===== src/rtl/tvs_pkg.sv =====
// ----------------------------------------------------------------------------
// tvs_pkg
// Shared widths, codes and controller/datapath command types of the
// trilinear volume sampler.
// ----------------------------------------------------------------------------
package tvs_pkg;

   localparam int SIZE_W      = 9;
   localparam int COORD_W     = 16;
   localparam int VOX_W       = 32;
   localparam int LD_ADDR_W   = 16;
   localparam int CSR_IDX_W   = 2;
   localparam int FRAC_W      = 8;
   localparam int POS_W       = COORD_W - FRAC_W;
   localparam int QUEUE_DEPTH = 8;
   localparam int QI_W        = $clog2(QUEUE_DEPTH);
   localparam int CORNER_W    = 3;
   localparam int LERP_W      = 3;
   localparam int DIFF_W      = VOX_W + 1;
   localparam int PROD_W      = DIFF_W + FRAC_W + 1;

   localparam logic [CSR_IDX_W-1:0] CSR_X_SIZE = 2'd0;
   localparam logic [CSR_IDX_W-1:0] CSR_Y_SIZE = 2'd1;
   localparam logic [CSR_IDX_W-1:0] CSR_Z_SIZE = 2'd2;

   localparam logic ACTION_LOAD   = 1'b0;
   localparam logic ACTION_SAMPLE = 1'b1;

   localparam logic [CORNER_W-1:0] CORNER_LAST = 3'd7;
   localparam logic [LERP_W-1:0]   LERP_Z_LAST = 3'd3;
   localparam logic [LERP_W-1:0]   LERP_X_LAST = 3'd5;
   localparam logic [LERP_W-1:0]   LERP_LAST   = 3'd6;

   typedef struct packed {
      logic                capture;
      logic                load_wr;
      logic                check;
      logic                base1;
      logic                base2;
      logic                rd_en;
      logic [CORNER_W-1:0] corner;
      logic                push_rd;
      logic                lerp_pop;
      logic                lerp_mul;
      logic                lerp_push;
      logic [LERP_W-1:0]   lerp_idx;
      logic                finish;
   } cmd_type;

   typedef struct packed {
      logic oob;
   } status_type;

endpackage


===== src/rtl/tvs_ctrl.sv =====
// ----------------------------------------------------------------------------
// tvs_ctrl
// Sequencer: request intake, corner reads, lerp steps and response handoff.
// ----------------------------------------------------------------------------
module tvs_ctrl import tvs_pkg::*; (
   input  logic       clock,
   input  logic       reset,
   input  logic       req_valid,
   input  logic       req_action,
   output logic       req_ready,
   output logic       rsp_valid,
   input  logic       rsp_ready,
   output cmd_type    cmd,
   input  status_type status
);

   typedef enum logic [3:0] {
      ST_IDLE,
      ST_CHECK,
      ST_BASE1,
      ST_BASE2,
      ST_READ,
      ST_DRAIN,
      ST_LPOP,
      ST_LMUL,
      ST_LPUSH,
      ST_FINISH
   } state_type;

   state_type           state_ff;
   logic [CORNER_W-1:0] corner_ff;
   logic [LERP_W-1:0]   lerp_idx_ff;
   logic                rsp_valid_ff;
   logic                accept;
   logic                finish_go;

   assign req_ready = (state_ff == ST_IDLE);
   assign rsp_valid = rsp_valid_ff;
   assign accept    = req_valid && req_ready;
   assign finish_go = (state_ff == ST_FINISH) && (!rsp_valid_ff || rsp_ready);

   always_comb begin
      cmd           = '0;
      cmd.capture   = accept && (req_action == ACTION_SAMPLE);
      cmd.load_wr   = accept && (req_action == ACTION_LOAD);
      cmd.check     = (state_ff == ST_CHECK);
      cmd.base1     = (state_ff == ST_BASE1);
      cmd.base2     = (state_ff == ST_BASE2);
      cmd.rd_en     = (state_ff == ST_READ);
      cmd.corner    = corner_ff;
      cmd.push_rd   = ((state_ff == ST_READ) && (corner_ff != '0)) ||
                      (state_ff == ST_DRAIN);
      cmd.lerp_pop  = (state_ff == ST_LPOP);
      cmd.lerp_mul  = (state_ff == ST_LMUL);
      cmd.lerp_push = (state_ff == ST_LPUSH);
      cmd.lerp_idx  = lerp_idx_ff;
      cmd.finish    = finish_go;
   end

   always_ff @(posedge clock) begin
      if (reset) begin
         state_ff     <= ST_IDLE;
         corner_ff    <= '0;
         lerp_idx_ff  <= '0;
         rsp_valid_ff <= 1'b0;
      end else begin
         if (finish_go) begin
            rsp_valid_ff <= 1'b1;
         end else if (rsp_ready) begin
            rsp_valid_ff <= 1'b0;
         end
         unique case (state_ff)
            ST_IDLE: begin
               if (accept && (req_action == ACTION_SAMPLE)) begin
                  state_ff <= ST_CHECK;
               end
            end
            ST_CHECK: begin
               state_ff <= ST_BASE1;
            end
            ST_BASE1: begin
               if (status.oob) begin
                  state_ff <= ST_FINISH;
               end else begin
                  state_ff <= ST_BASE2;
               end
            end
            ST_BASE2: begin
               corner_ff <= '0;
               state_ff  <= ST_READ;
            end
            ST_READ: begin
               corner_ff <= corner_ff + 1'b1;
               if (corner_ff == CORNER_LAST) begin
                  state_ff <= ST_DRAIN;
               end
            end
            ST_DRAIN: begin
               lerp_idx_ff <= '0;
               state_ff    <= ST_LPOP;
            end
            ST_LPOP: begin
               state_ff <= ST_LMUL;
            end
            ST_LMUL: begin
               state_ff <= ST_LPUSH;
            end
            ST_LPUSH: begin
               lerp_idx_ff <= lerp_idx_ff + 1'b1;
               if (lerp_idx_ff == LERP_LAST) begin
                  state_ff <= ST_FINISH;
               end else begin
                  state_ff <= ST_LPOP;
               end
            end
            ST_FINISH: begin
               if (finish_go) begin
                  state_ff <= ST_IDLE;
               end
            end
            default: begin
               state_ff <= ST_IDLE;
            end
         endcase
      end
   end

`ifndef SYNTHESIS
   // a response appears only out of the finish step
   a_rsp_from_finish: assert property (@(posedge clock) disable iff (reset)
      $rose(rsp_valid_ff) |-> $past(state_ff == ST_FINISH))
      else $error("response raised outside finish step");

   // a pending response is never overwritten
   a_rsp_hold: assert property (@(posedge clock) disable iff (reset)
      (state_ff == ST_FINISH && rsp_valid_ff && !rsp_ready) |=>
      (state_ff == ST_FINISH && rsp_valid_ff))
      else $error("pending response lost");

   // a sample request starts the bounds check
   a_sample_start: assert property (@(posedge clock) disable iff (reset)
      (req_valid && req_ready && req_action == ACTION_SAMPLE) |=>
      (state_ff == ST_CHECK))
      else $error("sample request not started");

   // the seventh lerp ends the sample
   a_lerp_end: assert property (@(posedge clock) disable iff (reset)
      (state_ff == ST_LPUSH && lerp_idx_ff == LERP_LAST) |=>
      (state_ff == ST_FINISH))
      else $error("lerp sequence overran");
`endif

endmodule


===== config.mk =====
export PLATFORM = sky130hd
export DESIGN_NAME = tvs_ctrl
export DESIGN_NICKNAME = d
export VERILOG_FILES = /design/src/rtl/tvs_pkg.sv /design/src/rtl/tvs_ctrl.sv
export SDC_FILE = /design/constraint.sdc
export NUM_CORES = 1
export LEC_CHECK = 0
export ABC_AREA = 1
export BUFFER_PORTS_ARGS = -buffer_cell sky130_fd_sc_hd__buf_2
export CORE_ASPECT_RATIO = 0.9
export CORE_UTILIZATION = 30
export DETAILED_ROUTE_END_ITERATION = 7
export GPL_ROUTABILITY_DRIVEN = 0
export GPL_TIMING_DRIVEN = 0
export SKIP_CTS_REPAIR_TIMING = 1
export SLEW_MARGIN = 20
export SYNTH_ARGS = -nofsm -noshare
export SYNTH_HDL_FRONTEND = slang
export SYNTH_SLANG_ARGS = --single-unit

===== constraint.sdc =====
create_clock -name clock -period 1.3 [get_ports clock]
set_input_delay 0.13 -clock clock [delete_from_list [all_inputs] [get_ports clock]]
set_output_delay 0.13 -clock clock [all_outputs]
set_load 0.005 [all_outputs]

==> results of run 1 <==
final cells by class:
type	instances	area [sq um]	area share, %
multi-input cells	66	444	43.1
flip-flops and latches	11	239	23.2
plain buffers	1	3.75	0.364
repair buffers	32	194	18.8
well taps	27	33.8	3.28
inverters	21	90.1	8.74
clock buffers	4	26.3	2.55
routing by layer:
| metal | GRT usage, % | vias up | wire [microns] |
|---|---|---|---|
| met5 | 0 | - | 0 |
| met4 | 7.89 | 0 | 9 |
| met3 | 1.90 | 2 | 70 |
| met2 | 23.3 | 18 | 741 |
| met1 | 18.2 | 319 | 803 |
| li1 | - | 387 | - |
worst paths after layout:
path	startpoint	endpoint	slack, ns	depth (start not counted)
hold / removal	reset	lerp_idx_ff[2]	0.14	4
setup / recovery	state_ff[0]	cmd[7]	-0.08	6
setup reg to reg	state_ff[2]	state_ff[0]	0.06	8
hold reg to reg	corner_ff[0]	corner_ff[0]	0.48	1
tightest hold or removal path: cells and delay by family:
kind            cells  cell delay, ns
buf+inv             1            0.09
compound gates      3            0.14
registers in the layout (all words and copies together), names as in the netlist:
name and cells:
rsp_valid 1, corner_ff 3, state_ff 4, lerp_idx_ff 3
cell usage in the layout, fill, tap and decap left out:
cell      count
buf_2        23
inv_1        14
nor2_1       13
nand3_1       8
a21oi_1       8
nand2_1       7
nor2_4        6
buf_4         6
ha_1          5
nand2_2       4
dfxtp_1       4
dfxtp_4       4
inv_2         3
clkbuf_4      3
dfxtp_2       3
buf_6         3
inv_4         2
nand3_2       2
clkbuf_1      2
a211oi_1      2
a21oi_2       2
nor2_2        1
nand2_4       1
clkinv_2      1
nand2_8       1
clkinv_4      1
o21ai_2       1
or2_0         1
o21ai_1       1
o22ai_1       1
o211ai_2      1
o21ai_0       1
stage by stage:
step	utilization, %	cell area, sq um
2_1_floorplan	-	698
3_3_place_gp	39.0	852
3_5_place_dp	39.0	852
4_1_cts	40.3	878
5_1_grt	47.2	1030
6_report	47.2	1030
logic make-up after synthesis:
group,count (synthesis)
buffers and inverters,23
and+or+nand+nor,44
DFF,11
adders and majority gates,5
AOI/OAI and AO/OA,17
where the power goes:
part / switching (mW) / leakage (nW) / internal (mW)
sequential: 0.111 / 0.0935 / 0.420
combinational: 0.524 / 0.436 / 0.459
clock: 0.114 / 0.0150 / 0.118
total: 0.750 / 0.544 / 0.997
==> metrics.txt, run 1 <==
Area growth syn-to-layout 47.7%; CP max stage cell dfxtp_4; number of synthesized register bits 11; clock tree from TritonCTS done; die area 2520 sq um; GR Overflow Total 0; PortBufs 24; Critical Path AT about 1.3 ns; DRT Pass-1 Iters 4; post-synthesis mux area share 0%; hold slack 0.141 ns; most frequent cell after synthesis inv_1; Post-synth top cells 18 x inv_1, 16 x nor2_1, 11 x dfxtp_1, 11 x nand2_1; CTS max path bufs 2; fin crit share 106%; Final ANT Viol Nets 0; EDFF count, synth 0; CTS buffer count 3; Simple-Gate Fraction of Synth Area around 32%; Rows 16; H-tree depth 1; Post-Route WL 1.62 mm; f_max between 700 and 800 MHz; fill count around 230; final setup fails 7; initial antenna violation count 0; final std cells w/o fill 162; Inst Count DP 151; most common flop cell mapped by yosys dfxtp_1; Ant. Diodes 0; Setup WS pre-CTS 0.0383 ns; Synth area leader dfxtp_1; vias in the first global route 594; RSZ-0062 raised after global routing true; relative slew slack 66.4%; Post-Syn Area about 700 sq um; CP bufs+invs 3; Via density around 4.5; Final Hold Fails 0; Synth Area in XOR/XNOR 0%; detailed-route wire length per cell 10.0 microns; top cells by area, synth dfxtp_1 32%, inv_1 9.7%, ha_1 9.0%, nor2_1 8.6%, a21oi_1 7.2%; Post-Synthesis Cells 100; # Max-Cap Violations 0; fin nets 147; PD cells 1690 nW/um^2; outcome complete, but fails checks; Synth Area in Compound Gates between 10% and 20%; Final Worst Setup Slack -0.0809 ns; # DRC 0; adder-cell share of the synthesized area about 9%; Crit. End Element output pin; Worst Clk Skew 0.00262 ns; worst skew pair latency 0.26 ns; detailed-placement wirelength estimate 1.17 mm; minimum clock period 1.38 ns; first-pass GRT wire length 2.56 mm; share of the synthesized area in the top cell type 31.5%; largest family of logic cells by synthesized area simple AND/OR/NAND/NOR gates; WP data required 1.17 ns; Peak VDD IR 0.835 mV; Placeable Area ~2200 sq um; HP Class primary input to flop; Syn Area/Cell 6.98 sq um; Startpoint Class flop; max-slew violations 0; # IOs 25; Seq/Total Area, Yosys 31.5%; pin count of the biggest net entering global routing 11; share of layout cells above drive strength 1 50.4%; Netlist cell types 19; die width 52.9 microns; Crit Path Class flop to output pin; clock slew at reported path FFs 0.07 ns; asr flop ratio synth 0%; Max Fanout on Critical Path 5; clk sinks 11; Worst Tran Pin Value 0.505 ns; GRT Total Usage 14.2%; violated checks negative setup slack; setup TNS -0.236 ns; Synth Warn # 0; CP Cell Sequence inv_4 -> nor2_4 -> buf_6 -> nand2_2 -> o21ai_2 -> buf_2; die height between 40 and 50 microns; crit-path leading delay family flip-flops; Root Buffer clkbuf_4; crit-path max cell delay 0.39 ns; via count roughly 730; overall power 1.75 mW; Mapped Nets around 110; DR iter-0 viols 9; Leak approximately 0.54 nW; Initial Utilization 32.0%
No activity file was read; power rests on OpenSTA's default activity.
==> inputs of run 2 (changes only) <==
--- a/config.mk
+++ b/config.mk
@@ -5,7 +5,6 @@
 export SDC_FILE = /design/constraint.sdc
 export NUM_CORES = 1
 export LEC_CHECK = 0
-export ABC_AREA = 1
 export BUFFER_PORTS_ARGS = -buffer_cell sky130_fd_sc_hd__buf_2
 export CORE_ASPECT_RATIO = 0.9
 export CORE_UTILIZATION = 30
==> run 2 against run 1 <==
The flow still finishes with violations (negative setup slack). Cell area grew 10%. Synthesized cell count down 3.0%. Sequential power down 34%. Hold slack improved by 0.016 ns. Die area rose by 8.6%. Sequential share of layout area fell by 3.5 points. Worst setup slack worse by 0.16 ns. Wire length increased by 16%. Global-route usage decreased by 0.75 points. Via count rose by 8.1%. Maximum frequency shrank 10%. Critical path type unchanged.
==> metrics.txt, run 2 <==
outcome complete, but fails checks; Peak VDD IR 0.464 mV; first-pass GRT wire length between 2 and 3 mm; final setup fails 20; share of the synthesized area in the top cell type 28.9%; Worst Clk Skew 0.00365 ns; Netlist cell types 30; Placement Cell Area 923 sq um; via count 785; most common cell after layout, fill and taps aside buf_2; # DRC 0; Crit. End Element output pin; Placeable Area around 2300 sq um; DR iter-0 viols 11; multi-input logic area ~560 sq um; f_max 650 MHz; Worst Tran Pin Value 0.503 ns; Startpoint Class flop; GRT Total Usage 13.4%; H-tree depth 1; Final Worst Setup Slack -0.239 ns; worst skew pair latency 0.29 ns; WP data required 1.17 ns; minimum clock period 1.54 ns; met1 WL 896 microns; Biggest register state_ff; RSZ-0062 raised after global routing true; violated checks negative setup slack; Post-Route WL 1.89 mm; DRT Pass-1 Iters 4; relative slew slack 66.2%; Final Hold Fails 0; detailed-route wire length per cell roughly 12 microns; Area growth syn-to-layout 49.7%; final instance area approximately 1100 sq um; pin count of the biggest net entering global routing 11; PD cells 734 nW/um^2; met2 wire len roughly 860 microns; PortBufs 23; Seq/Total Area, Yosys 28.9%; share of layout cells above drive strength 1 50.4%; detailed-placement wirelength estimate about 1.2 mm; die height 49.8 microns; Initial Utilization 33.3%; CTS buffer count 3; most frequent cell after synthesis nand2_1; Top Metal Used met4; max-slew violations 0; clock tree from TritonCTS done; Setup WS pre-CTS -0.147 ns; Synth Warn # 0; initial antenna violation count 0; most common flop cell mapped by yosys dfxtp_1; Post-Syn Area roughly 760 sq um; vias in the first global route 595; die area around 2700 sq um; register area roughly 220 sq um; Ant. Diodes 0; # IOs 25; CTS max path bufs 2; met3 routed WL 97 microns; fin crit share 118%; EDFF count, synth 0; Final ANT Viol Nets 0; clock slew at reported path FFs 0.07 ns; asr flop ratio synth 0%; Rows 16; Crit Path Class flop to output pin; Root Buffer clkbuf_4; # Max-Cap Violations 0; top cells by area, synth dfxtp_1 29%, ha_1 8.2%, a21oi_1 5.9%, nand2_1 5.9%, nor2_1 4.4%; hold slack between 0.15 and 0.2 ns; Max Fanout on Critical Path 9; most frequent cells in the layout 22 x buf_2, 10 x nand2_1, 9 x a21oi_1, 8 x dfxtp_1; fin nets 143; Leak 0.512 nW; Regs by FF count state_ff: 4 flops, corner_ff: 3 flops, lerp_idx_ff: 3 flops; Mapped Nets 108; Syn Area/Cell 7.84 sq um; HP Class primary input to flop; number of synthesized register bits 11; fill count 233; GR Overflow Total 0; clk sinks 11; Via density a little under 5; Synth area leader dfxtp_1; Post-synth top cells 12 x nand2_1, 11 x dfxtp_1, 9 x a21oi_1, 9 x nor2_1; setup TNS -2.18 ns; Post-Synthesis Cells 97; die width around 55 microns; number of flip-flops under the largest register name 4; Critical Path AT roughly 1.4 ns
==> run 2: cell families (layout without fill, tap and decap cells) <==
kind of cell	after synthesis	after routing	synth area share, %
and+or+nand+nor	46	46	34.2
AOI/OAI and AO/OA	21	21	16.8
buffers and inverters	12	46	9.54
DFF	11	11	28.9
adders and majority gates	5	5	8.22
xor gates and xnor gates	2	2	2.30
==> run 2: stage by stage <==
| step | utilization (%) | cells | power (mW) |
|---|---|---|---|
| after floorplan | - | 97 | 0.476 |
| after global placement | 40.5 | 147 | 0.520 |
| after detailed placement | 40.5 | 147 | 0.522 |
| after CTS | 41.6 | 151 | 0.775 |
| after global routing | 49.9 | 158 | 0.875 |
| final | 49.9 | 158 | 0.835 |
==> run 2: final cells by class <==
type | count | share of cell area, %
sequential | 11 | 19.7
tap | 27 | 2.97
inverter | 4 | 1.32
multi-input combinational | 74 | 49.6
timing repair buffer | 30 | 15.9
buffer | 8 | 8.24
clock buffer | 4 | 2.31
==> run 2: worst max-delay path: stages (launching register included) <==
cell     delay, ns
dfxtp_1       0.31
buf_6         0.14
or4b_4        0.51
inv_2         0.08
buf_6         0.09
==> run 2: worst paths after layout <==
check	startpoint	to	slack, ns	depth (start not counted)
worst max register to register	state_ff[0]	corner_ff[2]	-0.14	5
worst min register to register	lerp_idx_ff[0]	lerp_idx_ff[0]	0.52	2
worst max-delay path	state_ff[0]	cmd[11]	-0.24	4
worst min-delay path	rsp_ready	rsp_valid	0.16	3
==> run 2: routing by layer <==
layer	global-route usage [%]	vias up
li1	-	402
met1	16.9	353
met2	19.9	25
met3	4.63	5
met4	6.25	0
met5	0	-
==> run 2: power by group <==
group / internal [mW] / switching (mW)
logic: 0.117 / 0.112
registers: 0.346 / 0.00679
clock network: 0.119 / 0.134
total: 0.583 / 0.253
==> inputs of run 3 (changes only) <==
==> constraint.sdc (replaced) <==
create_clock -name clock -period 1.4 [get_ports clock]
set_input_delay 0.14 -clock clock [delete_from_list [all_inputs] [get_ports clock]]
set_output_delay 0.14 -clock clock [all_outputs]
set_load 0.005 [all_outputs]
==> run 3 against run 2 <==
The run still ends with negative setup slack left. Hold slack gained 0.015 ns. Cell count shrank 1.3%. Global-route usage increased by 1.8 points. Critical path depth unchanged. Register-to-register slack improved by 0.06 ns. Largest power group unchanged. Utilization shrank 3.2 points. Worst setup slack gained 0.11 ns. Critical endpoint unchanged. Count of clock-buffer cells in the layout is the same. Sequential power fell by 7.7%. Wire length up 4.7%. First-iteration DRC count is 36% lower. Die area unchanged.
==> metrics.txt, run 3 (synthesis results as in run 2) <==
Area growth syn-to-layout 40.0%; minimum clock period 1.53 ns; Ant. Diodes 0; first-pass GRT wire length between 3 and 4 mm; detailed-placement wirelength estimate 1.37 mm; most common cell after layout, fill and taps aside buf_2; Setup WS pre-CTS -0.0826 ns; outcome complete, but fails checks; met2 wire len 950 microns; WP data required 1.26 ns; die width 55.1 microns; clock tree from TritonCTS done; Crit. End Element output pin; max-slew violations 0; met1 WL roughly 930 microns; fin crit share 109%; worst skew pair latency 0.27 ns; crit-path max cell delay 0.51 ns; f_max approximately 650 MHz; Crit Path Class flop to output pin; H-tree depth 1; GR Overflow Total 0; hold slack 0.172 ns; Top Metal Used met3; Root Buffer clkbuf_4; CP max stage cell or4b_4; DRT Pass-1 Iters 4; fin nets 141; most frequent cells in the layout 23 x buf_2, 12 x nand2_1, 8 x a21oi_1, 8 x dfxtp_1; die area 2740 sq um; Critical Path AT 1.39 ns; Peak VDD IR 0.467 mV; Leak 0.491 nW; Rows 16; DR iter-0 viols 7; Worst Tran Pin Value 0.482 ns; via count 777; flop2flop setup slack -0.08 ns; Final Hold Fails 0; Regs by FF count state_ff: 4 flops, corner_ff: 3 flops, lerp_idx_ff: 3 flops; Final Worst Setup Slack -0.133 ns; share of layout cells above drive strength 1 45.0%; PortBufs 23; detailed-route wire length per cell 12.7 microns; CTS buffer count 3; pin count of the biggest net entering global routing 11; vias in the first global route ~710; fill count 250; met3 routed WL about 98 microns; clock slew at reported path FFs 0.07 ns; HP Class primary input to flop; overall power 736 uW; Initial Utilization 33.3%; Final ANT Viol Nets 0; clk sinks 11; die height 49.8 microns; initial antenna violation count 0; final setup fails 10; PD cells between 600 and 700 nW/um^2; Startpoint Class flop; number of flip-flops under the largest register name 4; GRT Total Usage about 15%; # IOs 25; # DRC 0; CTS max path bufs 2; final std cells w/o fill 156; Inst Count DP 147; Worst Clk Skew 0.00104 ns; CP Cell Sequence buf_6 -> or4b_4 -> inv_2 -> buf_2; RSZ-0062 raised after global routing true; Max Fanout on Critical Path 9; # Max-Cap Violations 0; Biggest register state_ff; Placeable Area 2280 sq um; violated checks negative setup slack; relative slew slack about two thirds; Via density 4.98; Post-Route WL between 1.5 and 2 mm
run 3: routing by layer:
layer | vias to the layer above | GRT usage (%)
met2 | 21 | 23.3
li1 | 398 | -
met5 | - | 0
met1 | 358 | 19.8
met3 | 0 | 6.48
met4 | 0 | 2.50
run 3: final timing paths:
path	from	end	cells after the start
setup / recovery	state_ff[0]	cmd[11]	4
hold / removal	rsp_ready	rsp_valid	3
setup reg to reg	state_ff[0]	state_ff[1]	5
hold reg to reg	corner_ff[0]	corner_ff[0]	1
run 3: through the flow:
step	cell area (sq um)	utilization, %	TNS [ns]
after floorplan	767	-	0
after global placement	916	40.1	-0.0833
after detailed placement	916	40.1	-0.151
after CTS	942	41.3	-1.94
after global routing	1060	46.7	-1.88
final	1060	46.7	-0.678
run 3: layout make-up:
type | count | area (sq um) | share of cell area (%)
clock buffers | 4 | 26.3 | 2.47
flip-flops and latches | 11 | 226 | 21.3
inverters | 4 | 15.0 | 1.41
repair buffers | 28 | 153 | 14.3
well taps | 27 | 33.8 | 3.17
plain buffers | 8 | 78.8 | 7.40
multi-input cells | 74 | 532 | 49.9
run 3: report_power, final:
group / internal [mW] / total [mW] / switching (mW)
sequential: 0.319 / 0.325 / 0.00607
combinational: 0.0870 / 0.187 / 0.100
clock: 0.110 / 0.224 / 0.114
run 3: worst max-delay path, delay by kind of cell, from the launching register on:
| family | cells | cell delay (ns) |
|---|---|---|
| simple gates | 1 | 0.51 |
| buf+inv | 3 | 0.31 |
| flops | 1 | 0.31 |
